**config.mk**
```make
export PLATFORM = sky130hd
export DESIGN_NAME = quoted_command_line_tokenizer_flat
export DESIGN_NICKNAME = d
export VERILOG_FILES = /design/src/qclt_pkg.sv /design/src/qclt_ifs.sv /design/src/qclt_queue.sv /design/src/qclt_front.sv /design/src/qclt_back.sv /design/src/quoted_command_line_tokenizer.sv /design/src/flat_wrapper.sv
export SDC_FILE = /design/constraint.sdc
export NUM_CORES = 1
export LEC_CHECK = 0
export ABC_AREA = 1
export CAP_MARGIN = 10
export CORE_UTILIZATION = 35
export DETAILED_ROUTE_END_ITERATION = 8
export DONT_BUFFER_PORTS = 1
export GPL_TIMING_DRIVEN = 0
export REMOVE_ABC_BUFFERS = 1
export SYNTH_ARGS = -nofsm -noshare
export SYNTH_HDL_FRONTEND = slang
export SYNTH_HIERARCHICAL = 1
export SYNTH_SLANG_ARGS = --single-unit
```
**constraint.sdc**
```tcl
create_clock -name clock -period 3.4 [get_ports clock]
set_input_delay 0.68 -clock clock [delete_from_list [all_inputs] [get_ports clock]]
set_output_delay 0.68 -clock clock [all_outputs]
set_load 0.02 [all_outputs]
```
**src/qclt_pkg.sv**
```systemverilog
// Shared types and constants of the quoted command line tokenizer.
`default_nettype none

package qclt_pkg;

   localparam int QUEUE_DEPTH = 2;
   localparam logic [9:0] LIMIT_RESET = 10'd512;
   localparam logic [7:0] COUNT_MAX = 8'd255;

   localparam logic [7:0] CH_NUL     = 8'h00;
   localparam logic [7:0] CH_TAB     = 8'h09;
   localparam logic [7:0] CH_LF      = 8'h0A;
   localparam logic [7:0] CH_CR      = 8'h0D;
   localparam logic [7:0] CH_SPACE   = 8'h20;
   localparam logic [7:0] CH_BANG    = 8'h21;
   localparam logic [7:0] CH_DQUOTE  = 8'h22;
   localparam logic [7:0] CH_HASH    = 8'h23;

   localparam logic [1:0] STATUS_NONE  = 2'd0;
   localparam logic [1:0] STATUS_QUOTE = 2'd1;
   localparam logic [1:0] STATUS_EOL   = 2'd2;

   typedef enum logic [2:0] {
      CLS_BLANK,
      CLS_EOL,
      CLS_COMMENT,
      CLS_QUOTE,
      CLS_OTHER
   } cls_type;

   // One classified item waiting between the front and the back.
   typedef struct packed {
      logic [7:0] ch;
      cls_type    cls;
      logic       line_start;
   } entry_type;

   typedef struct packed {
      logic       char_valid;
      logic [7:0] char_out;
      logic       token_begin;
      logic       token_end;
      logic       truncated;
      logic       line_done;
      logic [1:0] status;
      logic [7:0] token_count;
   } result_type;

   function automatic cls_type classify(input logic [7:0] ch);
      cls_type cls;
      case (ch)
         CH_LF, CH_CR, CH_NUL: cls = CLS_EOL;
         CH_TAB, CH_SPACE:     cls = CLS_BLANK;
         CH_BANG, CH_HASH:     cls = CLS_COMMENT;
         CH_DQUOTE:            cls = CLS_QUOTE;
         default:              cls = CLS_OTHER;
      endcase
      return cls;
   endfunction

endpackage

`default_nettype wire

```
**src/qclt_ifs.sv**
```systemverilog
// Channel interfaces of the quoted command line tokenizer.
`default_nettype none

interface qclt_req_if;
   logic       valid;
   logic       ready;
   logic [7:0] char_in;
   logic       line_start;
   modport source (output valid, char_in, line_start, input ready);
   modport sink   (input valid, char_in, line_start, output ready);
endinterface

interface qclt_rsp_if;
   logic       valid;
   logic       ready;
   logic       char_valid;
   logic [7:0] char_out;
   logic       token_begin;
   logic       token_end;
   logic       truncated;
   logic       line_done;
   logic [1:0] status;
   logic [7:0] token_count;
   modport source (output valid, char_valid, char_out, token_begin, token_end,
                   truncated, line_done, status, token_count, input ready);
   modport sink   (input valid, char_valid, char_out, token_begin, token_end,
                   truncated, line_done, status, token_count, output ready);
endinterface

interface qclt_csr_if;
   logic       valid;
   logic       ready;
   logic [9:0] token_limit;
   modport source (output valid, token_limit, input ready);
   modport sink   (input valid, token_limit, output ready);
endinterface

`default_nettype wire

```
**src/qclt_queue.sv**
```systemverilog
// Short queue of classified items between the front and the back.
`default_nettype none

module qclt_queue
   import qclt_pkg::*;
(
   input  wire logic      clock,
   input  wire logic      reset,
   input  wire logic      push,
   input  entry_type      push_data,
   output logic           push_ready,
   input  wire logic      pop,
   output entry_type      pop_data,
   output logic           pop_valid
);

   localparam int PtrW = (QUEUE_DEPTH > 1) ? $clog2(QUEUE_DEPTH) : 1;
   localparam int CntW = $clog2(QUEUE_DEPTH + 1);

   entry_type           slot_ff [QUEUE_DEPTH];
   logic [PtrW-1:0]     wr_ptr_ff, wr_ptr_in;
   logic [PtrW-1:0]     rd_ptr_ff, rd_ptr_in;
   logic [CntW-1:0]     count_ff, count_in;
   logic                do_push, do_pop;

   assign push_ready = (count_ff != CntW'(QUEUE_DEPTH));
   assign pop_valid  = (count_ff != '0);
   assign pop_data   = slot_ff[rd_ptr_ff];
   assign do_push    = push && push_ready;
   assign do_pop     = pop && pop_valid;

   always_comb begin
      wr_ptr_in = wr_ptr_ff;
      rd_ptr_in = rd_ptr_ff;
      count_in  = count_ff;
      if (do_push) begin
         wr_ptr_in = (wr_ptr_ff == PtrW'(QUEUE_DEPTH - 1)) ? '0 : wr_ptr_ff + 1'b1;
      end
      if (do_pop) begin
         rd_ptr_in = (rd_ptr_ff == PtrW'(QUEUE_DEPTH - 1)) ? '0 : rd_ptr_ff + 1'b1;
      end
      if (do_push && !do_pop) begin
         count_in = count_ff + 1'b1;
      end else if (do_pop && !do_push) begin
         count_in = count_ff - 1'b1;
      end
   end

   always_ff @(posedge clock) begin
      if (reset) begin
         wr_ptr_ff <= '0;
         rd_ptr_ff <= '0;
         count_ff  <= '0;
      end else begin
         wr_ptr_ff <= wr_ptr_in;
         rd_ptr_ff <= rd_ptr_in;
         count_ff  <= count_in;
      end
   end

   always_ff @(posedge clock) begin
      if (do_push) begin
         slot_ff[wr_ptr_ff] <= push_data;
      end
   end

endmodule

`default_nettype wire

```
**src/qclt_front.sv**
```systemverilog
// Front end: accepts characters and classifies them for the queue.
`default_nettype none

module qclt_front
   import qclt_pkg::*;
(
   qclt_req_if.sink  req,
   output logic      push,
   output entry_type push_data,
   input  wire logic push_ready
);

   assign req.ready            = push_ready;
   assign push                 = req.valid;
   assign push_data.ch         = req.char_in;
   assign push_data.cls        = classify(req.char_in);
   assign push_data.line_start = req.line_start;

endmodule

`default_nettype wire

```
**src/qclt_back.sv**
```systemverilog
// Back end: scan state machine, token counting and the result register.
`default_nettype none

module qclt_back
   import qclt_pkg::*;
#(
   parameter int MAX_TOKEN_LEN = 512
)
(
   input  wire logic  clock,
   input  wire logic  reset,
   input  wire logic  pop_valid,
   input  entry_type  pop_data,
   output logic       pop,
   qclt_csr_if.sink   csr,
   qclt_rsp_if.source rsp
);

   typedef enum logic [1:0] {
      MODE_BLANK  = 2'd0,
      MODE_WORD   = 2'd1,
      MODE_QUOTED = 2'd2
   } mode_type;

   localparam logic [12:0] MaxLen = 13'(MAX_TOKEN_LEN);

   mode_type    mode_ff, mode_in;
   logic [9:0]  length_ff, length_in;
   logic [7:0]  count_ff, count_in;
   logic        active_ff, active_in;
   logic [1:0]  error_ff, error_in;
   logic [9:0]  limit_ff;
   logic        rsp_valid_ff;
   result_type  res_ff, res_in;

   logic        add, finish, stop, keep;
   logic [9:0]  len_cur;

   assign pop       = pop_valid && (!rsp_valid_ff || rsp.ready);
   assign csr.ready = 1'b1;

   always_comb begin
      mode_in   = mode_ff;
      length_in = length_ff;
      count_in  = count_ff;
      active_in = active_ff;
      error_in  = error_ff;
      add       = 1'b0;
      finish    = 1'b0;
      stop      = 1'b0;
      keep      = 1'b0;
      res_in    = '0;

      // A line start clears the line state before the character is scanned.
      if (pop_data.line_start) begin
         mode_in   = MODE_BLANK;
         length_in = '0;
         count_in  = '0;
         active_in = 1'b1;
         error_in  = STATUS_NONE;
      end

      if (active_in) begin
         case (mode_in)
            MODE_WORD: begin
               case (pop_data.cls)
                  CLS_BLANK: begin
                     finish  = 1'b1;
                     mode_in = MODE_BLANK;
                  end
                  CLS_EOL: begin
                     finish           = 1'b1;
                     stop             = 1'b1;
                     res_in.line_done = 1'b1;
                  end
                  CLS_COMMENT: begin
                     stop             = 1'b1;
                     res_in.line_done = 1'b1;
                  end
                  CLS_QUOTE: begin
                     stop     = 1'b1;
                     error_in = STATUS_QUOTE;
                  end
                  default: add = 1'b1;
               endcase
            end
            MODE_QUOTED: begin
               case (pop_data.cls)
                  CLS_EOL: begin
                     stop     = 1'b1;
                     error_in = STATUS_EOL;
                  end
                  CLS_QUOTE: begin
                     finish  = 1'b1;
                     mode_in = MODE_BLANK;
                  end
                  default: add = 1'b1;
               endcase
            end
            default: begin
               case (pop_data.cls)
                  CLS_BLANK: ;
                  CLS_EOL, CLS_COMMENT: begin
                     stop             = 1'b1;
                     res_in.line_done = 1'b1;
                  end
                  CLS_QUOTE: begin
                     // An opening quote starts an empty token.
                     mode_in            = MODE_QUOTED;
                     length_in          = '0;
                     res_in.token_begin = 1'b1;
                  end
                  default: begin
                     mode_in            = MODE_WORD;
                     length_in          = '0;
                     res_in.token_begin = 1'b1;
                     add                = 1'b1;
                  end
               endcase
            end
         endcase
      end

      len_cur = length_in;
      keep    = ({3'b000, len_cur} < {3'b000, limit_ff}) && ({3'b000, len_cur} < MaxLen);
      if (add) begin
         if (keep) begin
            res_in.char_valid = 1'b1;
            res_in.char_out   = pop_data.ch;
            length_in         = len_cur + 10'd1;
         end else begin
            res_in.truncated = 1'b1;
         end
      end
      if (finish) begin
         res_in.token_end = 1'b1;
         if (count_in != COUNT_MAX) begin
            count_in = count_in + 8'd1;
         end
      end
      if (stop) begin
         active_in = 1'b0;
         mode_in   = MODE_BLANK;
      end

      res_in.status      = error_in;
      res_in.token_count = count_in;
   end

   always_ff @(posedge clock) begin
      if (reset) begin
         mode_ff      <= MODE_BLANK;
         length_ff    <= '0;
         count_ff     <= '0;
         active_ff    <= 1'b0;
         error_ff     <= STATUS_NONE;
         limit_ff     <= LIMIT_RESET;
         rsp_valid_ff <= 1'b0;
      end else begin
         if (csr.valid) begin
            limit_ff <= csr.token_limit;
         end
         if (pop) begin
            mode_ff   <= mode_in;
            length_ff <= length_in;
            count_ff  <= count_in;
            active_ff <= active_in;
            error_ff  <= error_in;
         end
         if (pop) begin
            rsp_valid_ff <= 1'b1;
         end else if (rsp.ready) begin
            rsp_valid_ff <= 1'b0;
         end
      end
   end

   always_ff @(posedge clock) begin
      if (pop) begin
         res_ff <= res_in;
      end
   end

   assign rsp.valid       = rsp_valid_ff;
   assign rsp.char_valid  = res_ff.char_valid;
   assign rsp.char_out    = res_ff.char_out;
   assign rsp.token_begin = res_ff.token_begin;
   assign rsp.token_end   = res_ff.token_end;
   assign rsp.truncated   = res_ff.truncated;
   assign rsp.line_done   = res_ff.line_done;
   assign rsp.status      = res_ff.status;
   assign rsp.token_count = res_ff.token_count;

   // An idle line always rests in blank mode.
   assert property (@(posedge clock) disable iff (reset)
      !active_ff |-> mode_ff == MODE_BLANK)
      else $error("idle line not in blank mode");

   // A kept byte and a dropped byte never come from the same item.
   assert property (@(posedge clock) disable iff (reset)
      rsp_valid_ff |-> !(res_ff.char_valid && res_ff.truncated))
      else $error("byte both kept and dropped");

   // A clean line end never carries an error.
   assert property (@(posedge clock) disable iff (reset)
      rsp_valid_ff && res_ff.line_done |-> res_ff.status == STATUS_NONE)
      else $error("line done with error status");

   // Within a line the token count never falls.
   assert property (@(posedge clock) disable iff (reset)
      pop && !pop_data.line_start |=> count_ff >= $past(count_ff))
      else $error("token count decreased within a line");

   // The result register is loaded whenever an item leaves the queue.
   assert property (@(posedge clock) disable iff (reset)
      pop |=> rsp_valid_ff)
      else $error("popped item produced no result");

endmodule

`default_nettype wire

```
**src/quoted_command_line_tokenizer.sv**
```systemverilog
// Top level of the quoted command line tokenizer.
//
//   Channel  Dir  Handshake            Item contents
//   req      in   req.valid/req.ready  char_in, line_start
//   rsp      out  rsp.valid/rsp.ready  char_valid, char_out, token_begin, token_end,
//                                      truncated, line_done, status, token_count
//   csr      in   csr.valid/csr.ready  token_limit (always ready)
//
// One item is accepted per cycle while the queue has room and gives one result.
// The rate is set by the scan state machine in the back end, which updates once per item.
// A two-entry queue and the result register let either side stall independently.
// Synchronous reset clears the scan state, the queue and the result valid flag and sets
// token_limit to 512; no line is active until an item with line_start arrives.
`default_nettype none

module quoted_command_line_tokenizer
   import qclt_pkg::*;
#(
   parameter int MAX_TOKEN_LEN = 512
)
(
   input  wire logic  clock,
   input  wire logic  reset,
   qclt_req_if.sink   req,
   qclt_rsp_if.source rsp,
   qclt_csr_if.sink   csr
);

   logic      push, push_ready, pop, pop_valid;
   entry_type push_data, pop_data;

   qclt_front u_front (
      .req        (req),
      .push       (push),
      .push_data  (push_data),
      .push_ready (push_ready)
   );

   qclt_queue u_queue (
      .clock      (clock),
      .reset      (reset),
      .push       (push),
      .push_data  (push_data),
      .push_ready (push_ready),
      .pop        (pop),
      .pop_data   (pop_data),
      .pop_valid  (pop_valid)
   );

   qclt_back #(
      .MAX_TOKEN_LEN (MAX_TOKEN_LEN)
   ) u_back (
      .clock     (clock),
      .reset     (reset),
      .pop_valid (pop_valid),
      .pop_data  (pop_data),
      .pop       (pop),
      .csr       (csr),
      .rsp       (rsp)
   );

endmodule

`default_nettype wire

```
**src/flat_wrapper.sv**
```systemverilog
// flat-port wrapper written by rule: the top's interface ports become plain ports
module quoted_command_line_tokenizer_flat import qclt_pkg::*;
#(
   parameter int MAX_TOKEN_LEN = 512
)
  (clock, reset, req_valid, req_char_in, req_line_start, req_ready, rsp_valid, rsp_char_valid, rsp_char_out, rsp_token_begin, rsp_token_end, rsp_truncated, rsp_line_done, rsp_status, rsp_token_count, rsp_ready, csr_valid, csr_token_limit, csr_ready);
  qclt_req_if req_i ();
  qclt_rsp_if rsp_i ();
  qclt_csr_if csr_i ();
  input  wire logic clock;
  input  wire logic reset;
  input wire logic [$bits(req_i.valid)-1:0] req_valid;
  input wire logic [$bits(req_i.char_in)-1:0] req_char_in;
  input wire logic [$bits(req_i.line_start)-1:0] req_line_start;
  output wire logic [$bits(req_i.ready)-1:0] req_ready;
  output wire logic [$bits(rsp_i.valid)-1:0] rsp_valid;
  output wire logic [$bits(rsp_i.char_valid)-1:0] rsp_char_valid;
  output wire logic [$bits(rsp_i.char_out)-1:0] rsp_char_out;
  output wire logic [$bits(rsp_i.token_begin)-1:0] rsp_token_begin;
  output wire logic [$bits(rsp_i.token_end)-1:0] rsp_token_end;
  output wire logic [$bits(rsp_i.truncated)-1:0] rsp_truncated;
  output wire logic [$bits(rsp_i.line_done)-1:0] rsp_line_done;
  output wire logic [$bits(rsp_i.status)-1:0] rsp_status;
  output wire logic [$bits(rsp_i.token_count)-1:0] rsp_token_count;
  input wire logic [$bits(rsp_i.ready)-1:0] rsp_ready;
  input wire logic [$bits(csr_i.valid)-1:0] csr_valid;
  input wire logic [$bits(csr_i.token_limit)-1:0] csr_token_limit;
  output wire logic [$bits(csr_i.ready)-1:0] csr_ready;
  assign req_i.valid = req_valid;
  assign req_i.char_in = req_char_in;
  assign req_i.line_start = req_line_start;
  assign req_ready = req_i.ready;
  assign rsp_valid = rsp_i.valid;
  assign rsp_char_valid = rsp_i.char_valid;
  assign rsp_char_out = rsp_i.char_out;
  assign rsp_token_begin = rsp_i.token_begin;
  assign rsp_token_end = rsp_i.token_end;
  assign rsp_truncated = rsp_i.truncated;
  assign rsp_line_done = rsp_i.line_done;
  assign rsp_status = rsp_i.status;
  assign rsp_token_count = rsp_i.token_count;
  assign rsp_i.ready = rsp_ready;
  assign csr_i.valid = csr_valid;
  assign csr_i.token_limit = csr_token_limit;
  assign csr_ready = csr_i.ready;
  quoted_command_line_tokenizer #(.MAX_TOKEN_LEN(MAX_TOKEN_LEN)) u_core (.clock(clock), .reset(reset), .req(req_i), .rsp(rsp_i), .csr(csr_i));
endmodule
```
### After elaboration in Yosys (flattened, before gate mapping)

Memory sizes are Yosys's and may differ from the RTL's. A register that Yosys moved wholly into a read port is not among the register bits.
Cells that the tools add are included.
Widths: inputs -> output; s select.

| cells by class | value |
|---|---|
| reductions and logical operators | 28 |
| $add $sub $neg | 6 |
| equal/unequal tests | 14 |
| magnitude comparators | 2 |
| bitwise gates (word level) | 1 |
| mux-type cells | 51 |

Operator list:

| operator | count |
|---|---|
| $mux 10 | 6 |
| $eq 8x6->1 const B | 4 |
| $eq 8x4->1 const B | 3 |
| $mux 1 | 24 |
| $mux 8 | 3 |
| $mux 2 | 11 |
| $reduce_or 2->1 | 7 |
| $pmux 2 s2 | 3 |
| $pmux 3 s4 | 1 |
| $reduce_or 3->1 | 4 |
| $add 10x1->10 const B | 1 |
| $lt 10x10->1 | 1 |
| $lt 10x10->1 const B | 1 |
| $mux 9 | 1 |
| $add 8x1->8 const B | 1 |
| $logic_not 8->1 | 1 |
| $ne 8x8->1 const B | 1 |
| $eq 3x2->1 const B | 2 |
| $logic_and 1x1->1 | 6 |
| $reduce_bool 2->1 | 3 |
| $pmux 1 s2 | 2 |
| $reduce_or 4->1 | 1 |
| $eq 3x1->1 const B | 1 |
| $logic_not 1->1 | 3 |
| 10 further kinds | 11 |

| word-level totals | value |
|---|---|
| input bits | 24 |
| bits in registers | 61 |
| memories | 1 |
| RAM bits | 24 |
| logic and storage cells | 121 |

Memory list:

| name | words | width | rd ports | clocked after memory_dff | write ports | RTL line | text |
|---|---|---|---|---|---|---|---|
| u_core.u_queue.slot_ff | 2 | 12 | 1 | 1 | 1 | qclt_queue.sv:20 | `entry_type slot_ff [QUEUE_DEPTH];` |

### Logic depth before layout (Yosys ltp)

Gate-level depths: netlist of run 1.

| logic depth | value |
|---|---|
| word-level depth | 9 |
| depth in mapped cells | 24 |
| gate-level depth less buffers | 21 |

### Modules after synthesis

Netlist of run 1, hierarchy kept.

Modules (own cells, without submodules):

| module | sequential area each (µm²) | cells each | times used | area an instance (µm²) |
|---|---|---|---|---|
| qclt_back | 1371.3 | 431 | 1 | 3330.7 |
| qclt_queue | 820.8 | 74 | 1 | 1148.6 |
| qclt_front | 0.0 | 46 | 1 | 240.2 |

### Worst setup path after synthesis of run 1

No wires, ideal clock.

| timing | value |
|---|---|
| path kind | reg-to-reg |
| from | register with a tool-made name |
| to | register u_core.u_back.length_ff[0] |
| arrival time | 3.317 ns |
| path slack | -0.032 ns |
| cell stages (with the launch flop) | 22 |
| clock period less this slack | 3.432 ns |
| cells stage by stage | dfxtp_1 > buf_6 > mux2_4 > buf_6 > inv_4 > nand2_1 > ha_1 > inv_1 > nor2_8 > nand2_4 > buf_12 > nand2_1 > inv_1 > ha_1 > nand2_1 > nor4_1 > nand2_4 > nand3_4 > buf_6 > nor2_1 > o21ai_0 > inv_1 |

RTL lines:

| what | RTL line | text |
|---|---|---|
| end signal: assignment | qclt_back.sv:165 | `length_ff <= length_in;` |
| end: declaration | qclt_back.sv:28 | `logic [9:0] length_ff, length_in;` |

==> results.cfg, run 1 <==
[status]
status = completed

[pwr]
leakagePower_nw = 2.350
ir_drop_mv = 0.5523
power.density_nw_per_um2 = 925.8

[cells_and_area]
mostFrequentLayoutCells = 91 x inv_1, 78 x nand2_1, 62 x nor2_1
antenna_cells = 0
final_common_cell = inv_1
final.fill_count = 1295
nets = 589
synthToLayoutAreaGrowth_pct = 11.96
drive_gt1_frac = 0.1637

[worst_setup_path]
worstPathCellList = mux2_4 > inv_6 > nand2_1 > inv_1 > ha_1 > inv_2 > nor2_8 > nand2_8 > nand2_2 > nor2_4 > ha_1 > a21oi_1 > o21a_1 > nand2_2 > nor2_8 > buf_6 > nand2_1 > o21ai_0 > nand3_1 > nand2_1 > inv_1
reg2reg_slack_ns = 0.09
required_ns = 3.65
startpoint_type = flop
cpMaxStageDelayCell = dfxtp_4
end_kind = flop
reg2reg_to = u_core/u_back/length_ff[6]$_SDFFE_PP0P_
critPathMaxFanout = 13
arrival_ns = 3.55
slowest_delay_ns = 0.35
crit_end = u_core/u_back/length_ff[6]$_SDFFE_PP0P_
crit_top_cell = nand2_1
reg2reg_depth = 21
worstSetupPathType = reg -> reg

[timing]
relSlewSlack = 0.2687
slew_violations = 0
fin_hold_ws_ns = 0.4010
clock_skew_ns = 0.004906
setup_viol = 0
hold_viol = 0
worst_pin_slew_ns = 1.093
finalCriticalPeriod_ns = 3.306
clock.fmax_mhz = 302.5
period_share = 0.9723
setup_ws_ns = 0.09420

[route]
dr.pass1.iters = 5
vias_per_cell = 4.833
highest_layer = met4
wire_per_inst_um = 12.94
wl_met2_um = 4734
wl_um = 9475
wl_met1_um = 4049
drt_iter0_drc = 141
postRouteAntennaNets = 0
wl_met3_um = 511
drc_errors = 0
vias = 3538

[floorplanning]
ios = 50
dieHeight_um = 118.1
start_util = 0.3578
core_sq_um = 13190
num_rows = 42
fp.dieArea_sq_um = 13950
die_w_um = 118.1

[yosys]
synth.yosys.seq_area_share = 0.4645
synth-seq-cells = 86
avgSynthCellArea_sq_um = 8.565
synth_area_sq_um = 4720
synth_cell_types = 46
yosysWarningCount = 6
ys.flop_type = edfxtp_1
netlist_instances = 551
synthArstFlopShare = 0
synth_edf_count = 47

[placed_design]
place_ws_ns = -0.8726
gp_congestion = 0.8151
place_hpwl_um = 6309
port_buffers = 0

[job]
drv_cap = 0

[cts]
cts_buffers = 9
cts_hold_buf = 0
clk_path_buf_depth = 2
htree_levels = 3
tritoncts = yes
insertion_delay_ns = 0.35
clk_root_buffer_cell = clkbuf_16
clock-sinks = 86
path_clk_slew_ns = 0.06

[global_route]
overflow = 0
antenna_found_initial = 0
grt_pass1_vias = 3361
grt_start_max_net_pins = 33
grt_pass1_wl_um = 15580
grt_use_total = 0.1432

[worst_hold_path]
worstHoldPathType = in -> reg
per-layer routing:
layer / global-route usage / vias up
met5: 0 / -
li1: - / 1782
met3: 0.04700 / 14
met1: 0.1587 / 1668
met4: 0.06490 / 0
met2: 0.2478 / 74
per-stage QoR:
step	total power [mW]	util	cells	area (sq um)	setup TNS, ns
detailed placement	3.514	0.3610	701	4762	-14.73
global placement	3.446	0.3595	700	4742	-16.44
finish	4.892	0.4006	732	5284	0
global route	5.222	0.4006	732	5284	-0.07292
floorplan	3.099	-	524	4522	-2.743
CTS	4.826	0.3949	725	5209	0
kinds of logic (layout without fill, tap and decap cells):
| kind of cell | after synthesis | count (layout) | share of synthesized area |
|---|---|---|---|
| fa+ha+maj | 14 | 14 | 0.03712 |
| simple gates | 214 | 214 | 0.2251 |
| mux | 12 | 12 | 0.03658 |
| xor+xnor | 5 | 5 | 0.009281 |
| compound gates | 94 | 94 | 0.1063 |
| other cells | 1 | 1 | 0.0007946 |
| buf+inv | 125 | 130 | 0.1204 |
| flops | 86 | 86 | 0.4645 |
final cells by class:
cell class                      count  area (sq um)  share of cell area
Clock inverter                      7         142.6             0.02700
Inverter                           98         372.9             0.07057
Multi-Input combinational cell    340          1991              0.3767
Clock buffer                        9         225.2             0.04262
Sequential cell                    86          2196              0.4156
Timing Repair Buffer               16         136.4             0.02581
Tap cell                          176         220.2             0.04168
cells in the mapped netlist, drive strengths merged, types with 2 or more instances:
cell type  instances  share of area
o21ai             46          0.049
nor3               4         0.0053
nor2              74          0.077
inv               98          0.078
xnor2              2         0.0037
nand2             94          0.086
clkbuf             6         0.0048
nand3             26          0.034
dfxtp             39           0.17
ha                14          0.037
edfxtp            47           0.30
xor2               3         0.0056
nand4             12          0.016
buf               21          0.037
a21oi             40          0.044
mux2              12          0.037
what timing repair did:
item                       4_1_cts  5_1_grt
pin swaps                        1        4
setup endpoints to repair       20       20
gates resized for setup          5        8
buffers inserted                 8        7
worst min path at each step:
stage / start / end / slack, ns / cells after the start
after floorplan: u_core/u_back/length_ff[1]$_SDFFE_PP0P_ / u_core/u_back/length_ff[1]$_SDFFE_PP0P_ / 0.44 / 2
after global placement: u_core/u_back/length_ff[1]$_SDFFE_PP0P_ / u_core/u_back/length_ff[1]$_SDFFE_PP0P_ / 0.45 / 2
after detailed placement: u_core/u_back/length_ff[1]$_SDFFE_PP0P_ / u_core/u_back/length_ff[1]$_SDFFE_PP0P_ / 0.45 / 2
after CTS: reset / u_core/u_back/length_ff[1]$_SDFFE_PP0P_ / 0.38 / 1
after global routing: reset / u_core/u_back/mode_ff[1]$_SDFFE_PP0P_ / 0.38 / 1
final: reset / u_core/u_back/length_ff[1]$_SDFFE_PP0P_ / 0.40 / 1
where the power goes:
part	switching, mW	internal, mW	total, mW	leakage [nW]
Combinational	1.14	0.655	1.79	1.40
Sequential	0.345	1.55	1.89	0.771
Clock	0.410	0.796	1.21	0.180
Total	1.89	3.00	4.89	2.35
worst max-delay path, delay by kind of cell (launching register included):
family | cells | cell delay (ns)
mux | 1 | 0.34
simple gates | 10 | 0.98
flops | 1 | 0.35
compound gates | 3 | 0.49
fa+ha+maj | 2 | 0.53
buf+inv | 5 | 0.49
registers in the layout (all words and copies together), names as in the netlist, 2 cells and up, named ones only:
signal,cells
u_core/u_back/count_ff,8
u_core/u_back/rsp.token_count,8
u_core/u_back/length_ff,10
u_core/u_back/error_ff,2
u_core/u_back/limit_ff,10
u_core/u_queue/slot_ff,24
u_core/u_back/rsp.status,2
u_core/u_queue/count_ff,2
u_core/u_back/mode_ff,2
u_core/u_back/rsp.char_out,8
Power figures use the tool's default switching activity.
==> run 2: changes to the inputs <==
--- a/config.mk
+++ b/config.mk
@@ -11,6 +11,7 @@
 export DETAILED_ROUTE_END_ITERATION = 8
 export DONT_BUFFER_PORTS = 1
 export GPL_TIMING_DRIVEN = 0
+export MAX_ROUTING_LAYER = met4
 export REMOVE_ABC_BUFFERS = 1
 export SYNTH_ARGS = -nofsm -noshare
 export SYNTH_HDL_FRONTEND = slang
==> run 2 against run 1 <==
Setup slack worse by 0.0011 ns. Clock power about the same. Highest routed layer unchanged. Clock skew is essentially flat. Combinational power about the same. Largest power group unchanged. Non-clock buffer count unchanged. Critical path depth did not move. Fmax is essentially flat.
==> results.cfg, run 2 (same netlist as run 1, synthesis figures left out) <==
[status]
status = completed

[global_route]
grt_start_max_net_pins = 33
grt_use_total = 0.1470
grt_pass1_vias = 3362
overflow = 0
grt_pass1_wl_um = 15580
antenna_found_initial = 0

[cells_and_area]
nets = 589
largest_register = u_core/u_queue/slot_ff
mostFrequentLayoutCells = 91 x inv_1, 78 x nand2_1, 62 x nor2_1
largest_reg_flops = 24
drive_gt1_frac = 0.1637
final.fill_count = 1295
reg.largest.list = u_core/u_queue/slot_ff x24, u_core/u_back/length_ff x10, u_core/u_back/limit_ff x10
antenna_cells = 0
final_common_cell = inv_1
synthToLayoutAreaGrowth_pct = 11.96

[route]
drt_iter0_drc = 146
vias_per_cell = 4.857
dr.pass1.iters = 5
wire_per_inst_um = 12.98
wl_um = 9502
vias = 3555
postRouteAntennaNets = 0
drc_errors = 0

[floorplanning]
core_sq_um = 13190
num_rows = 42
die_w_um = 118.1
dieHeight_um = 118.1
start_util = 0.3578
fp.dieArea_sq_um = 13950
ios = 50

[timing]
clock_skew_ns = 0.005083
period_share = 0.9726
slew_violations = 0
clock.fmax_mhz = 302.4
hold_viol = 0
fin_setup_tns_ns = 0
worst_pin_slew_ns = 1.094
finalCriticalPeriod_ns = 3.307
relSlewSlack = 0.2677
fin_hold_ws_ns = 0.4032
setup_viol = 0

[cts]
clock-sinks = 86
htree_levels = 3
cts_buffers = 9
insertion_delay_ns = 0.34
clk_root_buffer_cell = clkbuf_16
path_clk_slew_ns = 0.06
clk_path_buf_depth = 2
tritoncts = yes
cts_hold_buf = 0

[worst_setup_path]
required_ns = 3.65
critPathMaxFanout = 13
end_kind = flop
startpoint_type = flop
arrival_ns = 3.55
worstSetupPathType = reg -> reg

[worst_hold_path]
worstHoldPathType = in -> reg
worst_hold_startpoint = reset

[placed_design]
gp_congestion = 0.8272
port_buffers = 0
place_hpwl_um = 6309

[job]
drv_cap = 0

[pwr]
leakagePower_nw = 2.350
ir_drop_mv = 0.5546
power.density_nw_per_um2 = 926.4
==> run 2: cell counts in the layout (fill, tap and decap cells not counted) <==
No cell type changed its count.
==> run 2: repair_timing <==
action | CTS | global route
pin swaps | 1 | 4
endpoints found under the setup margin | 20 | 20
gates resized for setup | 5 | 8
setup buffers | 8 | 7
==> run 2: through the flow <==
step	total power, mW	setup slack [ns]	cells	util	instance area (sq um)
after CTS	4.826	0.04757	725	0.3949	5209
final	4.895	0.09310	732	0.4006	5284
after global routing	5.221	-0.07022	732	0.4006	5284
after floorplan	3.099	-0.2539	524	-	4522
after global placement	3.446	-0.9012	700	0.3595	4742
after detailed placement	3.514	-0.8726	701	0.3610	4762
==> run 2: area by class of cell <==
cell class / instances / area, sq um / area share
well taps: 176 / 220.2 / 0.04168
repair buffers: 16 / 136.4 / 0.02581
multi-input cells: 340 / 1991 / 0.3767
flip-flops and latches: 86 / 2196 / 0.4156
inverters: 98 / 372.9 / 0.07057
clock inverters: 7 / 142.6 / 0.02700
clock buffers: 9 / 225.2 / 0.04262
==> run 2: worst paths after layout <==
check	slack [ns]	depth (start not counted)	endpoint
max	0.09	21	u_core/u_back/length_ff[6]$_SDFFE_PP0P_
min	0.40	1	u_core/u_back/length_ff[1]$_SDFFE_PP0P_
max reg2reg	0.09	21	u_core/u_back/length_ff[6]$_SDFFE_PP0P_
min reg2reg	0.46	2	u_core/u_back/length_ff[1]$_SDFFE_PP0P_
==> run 2: routing by layer <==
layer,up-vias,share of wire,GRT usage
met2,94,0.50,0.2478
met3,18,0.053,0.04409
met1,1662,0.43,0.1596
li1,1781,-,-
met5,-,0,-
met4,0,0.019,0.06490
==> run 2: power by group <==
part           total, mW  internal, mW  switching, mW
sequential          1.89          1.55          0.344
clock               1.20         0.796          0.409
combinational       1.80         0.655           1.14
==> run 2: critical path: stages, from the launching register on <==
cell and delay (ns):
dfxtp_4 0.35, mux2_4 0.34, inv_6 0.10, nand2_1 0.09
inv_1 0.09, ha_1 0.25, inv_2 0.13, nor2_8 0.06
nand2_8 0.13, nand2_2 0.08, nor2_4 0.17, ha_1 0.28
a21oi_1 0.14, o21a_1 0.15, nand2_2 0.09, nor2_8 0.15
buf_6 0.14, nand2_1 0.06, o21ai_0 0.20, nand3_1 0.09
nand2_1 0.07, inv_1 0.04
